## src/rtl/hkrd_pkg.sv

```systemverilog
// hkrd_pkg: shared types and constants for the keyboard report diff unit
// no dependencies

package hkrd_pkg;

	localparam int SLOT_MAX   = 6;
	localparam int EVENT_BITS = 2 * SLOT_MAX;
	localparam int EVENT_IDX_W = $clog2(EVENT_BITS);
	localparam int SLOT_IDX_W  = $clog2(SLOT_MAX);

	localparam logic [6:0] MIN_REPORT_BYTES = 7'd8;
	localparam logic [7:0] HIGHEST_NON_KEY  = 8'd3;

	typedef logic [7:0] key_code_t;
	typedef logic [SLOT_MAX-1:0][7:0] key_arr_t;
	typedef logic [EVENT_BITS-1:0] event_mask_t;

	// one classified report: bit 2i is a release of old slot i, bit 2i+1 a press of new slot i
	typedef struct packed {
		key_arr_t    old_keys;
		key_arr_t    new_keys;
		key_code_t   modifier;
		event_mask_t mask;
	} entry_t;

endpackage

```

## src/rtl/hkrd_queue.sv

```systemverilog
// hkrd_queue: small register queue of classified reports between front and back
// depends on hkrd_pkg

module hkrd_queue #(
	parameter int DEPTH = 2
) (
	input  logic            clk,
	input  logic            arst_n,
	input  logic            push_valid,
	output logic            push_ready,
	input  hkrd_pkg::entry_t push_data,
	output logic            pop_valid,
	input  logic            pop_ready,
	output hkrd_pkg::entry_t pop_data
);
	import hkrd_pkg::*;

	localparam int PTR_W = (DEPTH > 1) ? $clog2(DEPTH) : 1;
	localparam int CNT_W = $clog2(DEPTH + 1);

	entry_t             mem_q [DEPTH];
	logic [PTR_W-1:0]   wr_ptr_q;
	logic [PTR_W-1:0]   rd_ptr_q;
	logic [CNT_W-1:0]   count_q;
	logic               push;
	logic               pop;

	assign push_ready = (count_q != CNT_W'(DEPTH));
	assign pop_valid  = (count_q != '0);
	assign pop_data   = mem_q[rd_ptr_q];
	assign push       = push_valid && push_ready;
	assign pop        = pop_valid && pop_ready;

	always_ff @(posedge clk) begin
		if (push) begin
			mem_q[wr_ptr_q] <= push_data;
		end
	end

	always_ff @(posedge clk or negedge arst_n) begin
		if (!arst_n) begin
			wr_ptr_q <= '0;
			rd_ptr_q <= '0;
			count_q  <= '0;
		end else begin
			if (push) begin
				wr_ptr_q <= (wr_ptr_q == PTR_W'(DEPTH - 1)) ? '0 : wr_ptr_q + 1'b1;
			end
			if (pop) begin
				rd_ptr_q <= (rd_ptr_q == PTR_W'(DEPTH - 1)) ? '0 : rd_ptr_q + 1'b1;
			end
			unique case ({push, pop})
				2'b10:   count_q <= count_q + 1'b1;
				2'b01:   count_q <= count_q - 1'b1;
				default: count_q <= count_q;
			endcase
		end
	end

endmodule

```

## src/rtl/hkrd_front.sv

```systemverilog
// hkrd_front: accepts reports, compares them with the stored key codes and
// classifies the press and release events; depends on hkrd_pkg

module hkrd_front #(
	parameter int KEY_SLOTS = 6
) (
	input  logic              clk,
	input  logic              arst_n,
	input  logic              in_valid,
	output logic              in_ready,
	input  logic [6:0]        report_length,
	input  hkrd_pkg::key_code_t modifier_bits,
	input  hkrd_pkg::key_arr_t  key_slots,
	output logic              push_valid,
	input  logic              push_ready,
	output hkrd_pkg::entry_t    push_data
);
	import hkrd_pkg::*;

	key_code_t   prev_keys_q [KEY_SLOTS];
	key_arr_t    old_keys;
	key_arr_t    new_keys;
	event_mask_t mask;
	logic        long_enough;
	logic        update;

	for (genvar g = 0; g < SLOT_MAX; g++) begin : g_slot
		if (g < KEY_SLOTS) begin : g_used
			assign old_keys[g] = prev_keys_q[g];
			assign new_keys[g] = key_slots[g];
		end else begin : g_unused
			assign old_keys[g] = '0;
			assign new_keys[g] = '0;
		end
	end

	always_comb begin
		logic old_in_new;
		logic new_in_old;
		mask = '0;
		for (int i = 0; i < SLOT_MAX; i++) begin
			old_in_new = 1'b0;
			new_in_old = 1'b0;
			for (int j = 0; j < SLOT_MAX; j++) begin
				old_in_new = old_in_new | (new_keys[j] == old_keys[i]);
				new_in_old = new_in_old | (old_keys[j] == new_keys[i]);
			end
			mask[2*i]   = (old_keys[i] > HIGHEST_NON_KEY) && !old_in_new;
			mask[2*i+1] = (new_keys[i] > HIGHEST_NON_KEY) && !new_in_old;
		end
	end

	assign long_enough = (report_length >= MIN_REPORT_BYTES);
	assign in_ready    = push_ready;
	assign update      = in_valid && in_ready && long_enough;

	assign push_valid         = in_valid && long_enough && (mask != '0);
	assign push_data.old_keys = old_keys;
	assign push_data.new_keys = new_keys;
	assign push_data.modifier = modifier_bits;
	assign push_data.mask     = mask;

	always_ff @(posedge clk or negedge arst_n) begin
		if (!arst_n) begin
			for (int i = 0; i < KEY_SLOTS; i++) begin
				prev_keys_q[i] <= '0;
			end
		end else if (update) begin
			for (int i = 0; i < KEY_SLOTS; i++) begin
				prev_keys_q[i] <= new_keys[i];
			end
		end
	end

endmodule

```

## src/rtl/hkrd_back.sv

```systemverilog
// hkrd_back: walks the event mask of one queued report, one event a cycle
// unless out_ready stalls it, into the output register; depends on hkrd_pkg

module hkrd_back (
	input  logic              clk,
	input  logic              arst_n,
	input  logic              pop_valid,
	output logic              pop_ready,
	input  hkrd_pkg::entry_t    pop_data,
	output logic              out_valid,
	input  logic              out_ready,
	output hkrd_pkg::key_code_t event_key,
	output hkrd_pkg::key_code_t event_modifier,
	output logic              is_press,
	output logic              last_event
);
	import hkrd_pkg::*;

	entry_t                 cur_q;
	logic                   busy_q;
	logic                   out_valid_q;
	key_code_t              event_key_q;
	key_code_t              event_modifier_q;
	logic                   is_press_q;
	logic                   last_event_q;

	logic [EVENT_IDX_W-1:0] idx;
	logic [SLOT_IDX_W-1:0]  slot;
	event_mask_t            remaining;
	logic                   emit;
	logic                   load;
	logic                   done;

	// lowest pending event first
	always_comb begin
		idx = '0;
		for (int i = EVENT_BITS - 1; i >= 0; i--) begin
			if (cur_q.mask[i]) begin
				idx = EVENT_IDX_W'(i);
			end
		end
	end

	assign slot      = idx[EVENT_IDX_W-1:1];
	assign remaining = cur_q.mask & ~(event_mask_t'(1) << idx);
	assign done      = (remaining == '0);
	assign emit      = busy_q && (!out_valid_q || out_ready);
	assign load      = pop_valid && (!busy_q || (emit && done));
	assign pop_ready = load;

	assign out_valid      = out_valid_q;
	assign event_key      = event_key_q;
	assign event_modifier = event_modifier_q;
	assign is_press       = is_press_q;
	assign last_event     = last_event_q;

	always_ff @(posedge clk) begin
		if (load) begin
			cur_q <= pop_data;
		end else if (emit) begin
			cur_q.mask <= remaining;
		end
		if (emit) begin
			event_key_q      <= idx[0] ? cur_q.new_keys[slot] : cur_q.old_keys[slot];
			event_modifier_q <= idx[0] ? cur_q.modifier : '0;
			is_press_q       <= idx[0];
			last_event_q     <= done;
		end
	end

	always_ff @(posedge clk or negedge arst_n) begin
		if (!arst_n) begin
			busy_q      <= 1'b0;
			out_valid_q <= 1'b0;
		end else begin
			if (load) begin
				busy_q <= 1'b1;
			end else if (emit && done) begin
				busy_q <= 1'b0;
			end
			if (emit) begin
				out_valid_q <= 1'b1;
			end else if (out_ready) begin
				out_valid_q <= 1'b0;
			end
		end
	end

endmodule

```

## src/rtl/hid_keyboard_report_diff_unit.sv

```systemverilog
// hid_keyboard_report_diff_unit: top level of the boot keyboard report diff unit
// depends on hkrd_pkg, hkrd_front, hkrd_queue, hkrd_back

// Takes one boot keyboard report per request and emits one key event per
// cycle unless out_ready stalls it: for each slot in order a release of the
// old code if it has left the report, then a press of the new code if it is
// new, last_event marking the final one. Reports shorter than 8 bytes and
// reports that change nothing give no events. The front compares a report in
// the cycle it is accepted and queues it; it takes a new report every cycle
// while the queue (QUEUE_DEPTH reports) has room. The back drains a report
// event by event, 0 to 2*KEY_SLOTS events, 12 at most, and consecutive
// reports follow each other without a gap.

module hid_keyboard_report_diff_unit #(
	parameter int KEY_SLOTS   = 6,
	parameter int QUEUE_DEPTH = 2
) (
	input  logic       clk,
	input  logic       arst_n,
	input  logic       in_valid,
	output logic       in_ready,
	input  logic [6:0] report_length,
	input  logic [7:0] modifier_bits,
	input  logic [7:0] key_slot_0,
	input  logic [7:0] key_slot_1,
	input  logic [7:0] key_slot_2,
	input  logic [7:0] key_slot_3,
	input  logic [7:0] key_slot_4,
	input  logic [7:0] key_slot_5,
	output logic       out_valid,
	input  logic       out_ready,
	output logic [7:0] event_key,
	output logic [7:0] event_modifier,
	output logic       is_press,
	output logic       last_event
);
	import hkrd_pkg::*;

	key_arr_t key_slots;
	entry_t   push_data;
	entry_t   pop_data;
	logic     push_valid;
	logic     push_ready;
	logic     pop_valid;
	logic     pop_ready;

	assign key_slots[0] = key_slot_0;
	assign key_slots[1] = key_slot_1;
	assign key_slots[2] = key_slot_2;
	assign key_slots[3] = key_slot_3;
	assign key_slots[4] = key_slot_4;
	assign key_slots[5] = key_slot_5;

	hkrd_front #(
		.KEY_SLOTS(KEY_SLOTS)
	) u_front (
		.clk           (clk),
		.arst_n        (arst_n),
		.in_valid      (in_valid),
		.in_ready      (in_ready),
		.report_length (report_length),
		.modifier_bits (modifier_bits),
		.key_slots     (key_slots),
		.push_valid    (push_valid),
		.push_ready    (push_ready),
		.push_data     (push_data)
	);

	hkrd_queue #(
		.DEPTH(QUEUE_DEPTH)
	) u_queue (
		.clk        (clk),
		.arst_n     (arst_n),
		.push_valid (push_valid),
		.push_ready (push_ready),
		.push_data  (push_data),
		.pop_valid  (pop_valid),
		.pop_ready  (pop_ready),
		.pop_data   (pop_data)
	);

	hkrd_back u_back (
		.clk            (clk),
		.arst_n         (arst_n),
		.pop_valid      (pop_valid),
		.pop_ready      (pop_ready),
		.pop_data       (pop_data),
		.out_valid      (out_valid),
		.out_ready      (out_ready),
		.event_key      (event_key),
		.event_modifier (event_modifier),
		.is_press       (is_press),
		.last_event     (last_event)
	);

endmodule

```

## config.mk

```make
export PLATFORM = sky130hd
export DESIGN_NAME = hid_keyboard_report_diff_unit
export DESIGN_NICKNAME = d
export VERILOG_FILES = /design/src/rtl/hkrd_pkg.sv /design/src/rtl/hkrd_queue.sv /design/src/rtl/hkrd_front.sv /design/src/rtl/hkrd_back.sv /design/src/rtl/hid_keyboard_report_diff_unit.sv
export SDC_FILE = /design/constraint.sdc
export NUM_CORES = 1
export LEC_CHECK = 0
export ABC_AREA = 1
export BUFFER_PORTS_ARGS = -buffer_cell sky130_fd_sc_hd__buf_2
export CORE_UTILIZATION = 50
export DETAILED_ROUTE_END_ITERATION = 12
export PLACE_DENSITY = 0.66
export SYNTH_ARGS = -nofsm -noshare
export SYNTH_HDL_FRONTEND = slang
export SYNTH_HIERARCHICAL = 1
export SYNTH_SLANG_ARGS = --single-unit
```

## constraint.sdc

```tcl
create_clock -name clk -period 7.65 [get_ports clk]
set_input_delay 0.765 -clock clk [delete_from_list [all_inputs] [get_ports clk]]
set_output_delay 0.765 -clock clk [all_outputs]
set_load 0.03 [all_outputs]
```

==> results.txt <==
----------------------------------------------------
[Status]
  Run status ... completed

[Power]
  Cell Pwr Density ... 398 mW/mm^2
  Worst-case vdd ir drop ... 0.215 mV
  Leakage power summed over all cells ... 9.65 nW
  Post-layout power ... a little over 9 mW

[Timing]
  Fmax ... 218 MHz
  Tmin final ... 4.58 ns
  Setup total negative slack ... 0 ns
  Period Utilization, post-route ... 59.8%
  Slew at the pin closest to its max-slew limit ... 1.06 ns
  Worst Clk Skew ... 0.0246 ns
  Final-report max-slew violation count ... 0
  Setup repair after global routing missed its margin ... false
  Hold violation count in the final report ... 0
  Number of endpoints failing setup at the final stage ... 0
  Worst max-slew margin expressed relative to the limit ... 29.4%

[Clock network]
  CTS root buf ... sky130_fd_sc_hd__clkbuf_16
  Clock latency on the worst-skew pair ... 0.60 ns
  Post-CTS setup repair buffer count ... 0
  CTS tree ... yes
  Number of clock sinks ... 420
  Clock-pin transition on the worst setup and hold timing paths ... 0.06 ns
  Hold Buf Count CTS ... 0
  CTS resizes ... 0
  Num CTS Buffers ... 46
  Clock tree buffer depth ... 3
  H-tree depth reported by CTS ... 2

[Drt]
  Aggregate routed wire length ... 60.2 mm
  Routed vias ... 15,259
  Average wire per standard cell ... 20.9 um
  Mean number of vias per cell ... 5.30
  # DRC ... 0
  Total iterations of the first detailed-routing run ... 8
  Count of nets left with antenna violations after detail routing ... 0
  DR iter-0 viols ... 1,407

[Synth]
  Count of flip-flops with a built-in enable after synthesis ... 366
  Synthesized flop and latch total ... 420
  Synth unique cells ... 32
  Avg Synthesized Cell Area ... 9.08 sq um
  Post-synthesis net count ... 2,435
  Adder and majority gate portion of the synthesized area ... 0.0582%
  Share of the synthesized area in the top cell type ... between 50% and 60%
  Cell types occupying the most area after synthesis ... sky130_fd_sc_hd__edfxtp_1 (51%), sky130_fd_sc_hd__nand2_1 (17%), sky130_fd_sc_hd__xnor2_1 (6.7%)
  Xor and xnor area share after synthesis ... 6.80%
  Most frequent cell after synthesis ... sky130_fd_sc_hd__nand2_1
  Main combinational cell family by area after synthesis ... simple AND/OR/NAND/NOR gates
  Post-Syn Instances ... 2,367
  Top post-synthesis cells by count ... sky130_fd_sc_hd__nand2_1 (988), sky130_fd_sc_hd__edfxtp_1 (366), sky130_fd_sc_hd__nor2_1 (186)
  Proportion of synthesized area in mux cells ... 0%
  Most area-hungry cell type in the Yosys netlist ... sky130_fd_sc_hd__edfxtp_1
  Simple-gate share of the synthesized area ... a little under a quarter
  Async S/R FF share, synth ... ~13%
  Most common flop cell mapped by yosys ... sky130_fd_sc_hd__edfxtp_1
  Synth Area in Compound Gates ... 3.04%
  Warning count from the yosys run ... 6
  Post-Syn Area ... approximately 0.022 sq mm
  Share of the yosys chip area belonging to registers ... 57.4%

[Placement]
  HPWL after detailed placement ... 40.3 mm
  Total placed instance area ... around 0.021 sq mm
  GPL Wtd Cong ... 0.996
  Port bufs ... 83
  Number of cells after detailed placement ... 2,795

[Setup path]
  Worst endpoint data arrival time ... 5.06 ns
  Worst path top cell family by delay ... simple AND/OR/NAND/NOR gates
  Slowest cell delay on critical path ... 0.45 ns
  Critical path, cell by cell ... nor2_1, nand2_1, nor2_4, nor2_4, buf_4, inv_2, nand4_1, o21ai_1, nand3_1, nor2_1, nand3_1, nand2_2, nand2_4, inv_4, nand2_1, inv_1, ha_1, inv_1, nand3_1, nand2_1, nand2_1
  Startpoint type of the worst setup path ... flop
  Worst Setup End Kind ... flop
  Type of the worst setup path ... reg2reg
  Max FO, Critical Path ... 35
  Buf/Inv on CP ... 5
  Worst endpoint required time ... between 8 and 9 ns
  Library cell contributing the largest single delay on the critical path ... sky130_fd_sc_hd__inv_2
  Most frequent CP cell ... sky130_fd_sc_hd__nand2_1

[Global route]
  Via count of the first global-routing pass ... 14,264
  Overall track demand over capacity in global routing ... about 28%
  Remaining global-route overflow ... 0
  Global-route wire length before repair ... 89.4 mm
  Number of antenna violations at the first check in global routing ... 0
  Pin count of the biggest net entering global routing ... 97

[Floorplan]
  Floorplan row count ... 75
  Initial Utilization ... 50.9%
  Count of pins on the block boundary ... just under 90
  Area of the die ... 0.0438 sq mm
  Placeable Area ... 0.0422 sq mm
  Y dimension of the die ... around 210 um
  Die width ... 209 um

[Final layout]
  Fraction of layout cells with a size suffix above 1 ... ~11%
  Final Non-Filler Cells ... ~2,900
  FF/Latch Area ... 0.0123 sq mm
  Layout filler cell count ... 3,764
  Final Net Count ... 2,372
  Area used by multi-input combinational logic ... about 0.0073 sq mm
  Final Instance Area ... 0.0230 sq mm
  Diode count ... 0
  Synthesis-to-layout area growth ... 7.06%

[Job]
  Max-cap violations ... 0

[Min path]
  Path category of the worst min-delay check ... in2async

----------------------------------------------------
[logic make-up (layout without fill, tap and decap cells)]
group           count (synthesis)  count (layout)
simple gates                 1298            1298
flops                         420             420
buf+inv                       360             335
xor+xnor                      167             167
compound gates                121             121
fa+ha+maj                       1               1
[flip-flops by register name, indices dropped and copies added, names as in the netlist]
register,flops
u_queue/rd_ptr_q,1
u_queue/mem_q,232
u_back/cur_q,116
u_queue/wr_ptr_q,1
u_back/event_key,8
u_back/event_modifier,8
u_front/push_data,48
u_back/last_event,1
u_queue/count_q,2
u_back/is_press,1
u_back/out_valid,1
u_back/busy_q,1
[stage by stage]
step	hold slack, ns	setup slack [ns]	util (%)
after floorplan	0.437	0.352	-
after global placement	0.482	3.16	50.7
after detailed placement	0.493	3.14	50.7
after CTS	0.325	3.10	54.5
after global routing	0.336	2.79	54.5
final	0.356	3.07	54.5
[power breakdown]
| part | total [mW] | internal [mW] | switching (mW) |
|---|---|---|---|
| Combinational | 2.96 | 0.896 | 2.06 |
| Sequential | 3.89 | 3.27 | 0.629 |
| Clock | 2.32 | 1.38 | 0.941 |
[layer usage]
metal  track usage (%)  part of all wire [%]
met5                 0                     0
met4              10.8                   3.4
met3              4.61                   7.3
met2              43.5                    46
met1              39.1                    44
[cell type report]
type	instances	area share, %
sequential	420	53.6
multi-input combinational	1587	31.7
clock buffer	64	5.68
tap	539	2.93
inverter	153	2.52
timing repair buffer	96	2.28
clock inverter	22	1.26
[worst paths after layout]
path | slack (ns) | end | startpoint | depth (start not counted)
worst max-delay path | 3.07 | u_queue/count_q[1] | u_back/cur_q[7] | 21
worst min-delay path | 0.36 | u_queue/rd_ptr_q | arst_n | 2
worst max register to register | 3.07 | u_queue/count_q[1] | u_back/cur_q[7] | 21
worst min register to register | 0.50 | u_queue/count_q[0] | u_queue/count_q[0] | 1
max in group asynchronous | 6.64 | u_queue/rd_ptr_q | arst_n | 2
min in group clk | 0.36 | u_queue/mem_q[0][18] | modifier_bits[6] | 1
[worst reg2reg max path, cell delays in order, from the launching register on]
cell and delay, ns:
sky130_fd_sc_hd__edfxtp_1 0.41, sky130_fd_sc_hd__nor2_1 0.20, sky130_fd_sc_hd__nand2_1 0.12, sky130_fd_sc_hd__nor2_4 0.17, sky130_fd_sc_hd__nor2_4 0.15, sky130_fd_sc_hd__buf_4 0.23, sky130_fd_sc_hd__inv_2 0.45, sky130_fd_sc_hd__nand4_1 0.27
sky130_fd_sc_hd__o21ai_1 0.25, sky130_fd_sc_hd__nand3_1 0.17, sky130_fd_sc_hd__nor2_1 0.14, sky130_fd_sc_hd__nand3_1 0.09, sky130_fd_sc_hd__nand2_2 0.26, sky130_fd_sc_hd__nand2_4 0.21, sky130_fd_sc_hd__inv_4 0.44, sky130_fd_sc_hd__nand2_1 0.23
sky130_fd_sc_hd__inv_1 0.13, sky130_fd_sc_hd__ha_1 0.27, sky130_fd_sc_hd__inv_1 0.10, sky130_fd_sc_hd__nand3_1 0.07, sky130_fd_sc_hd__nand2_1 0.06, sky130_fd_sc_hd__nand2_1 0.05
[cell usage in the layout (no fill, tap or decap), types with 43 or more instances in the layout]
cell type	instances
sky130_fd_sc_hd__nand2_1	988
sky130_fd_sc_hd__edfxtp_1	366
sky130_fd_sc_hd__nor2_1	184
sky130_fd_sc_hd__xnor2_1	165
sky130_fd_sc_hd__buf_2	83
sky130_fd_sc_hd__inv_1	81
sky130_fd_sc_hd__inv_2	69
sky130_fd_sc_hd__o21ai_0	56
sky130_fd_sc_hd__dfrtp_1	53
sky130_fd_sc_hd__nand3_1	51
sky130_fd_sc_hd__clkbuf_16	46
sky130_fd_sc_hd__nand4_1	43
(Power assumes the default switching activity.)
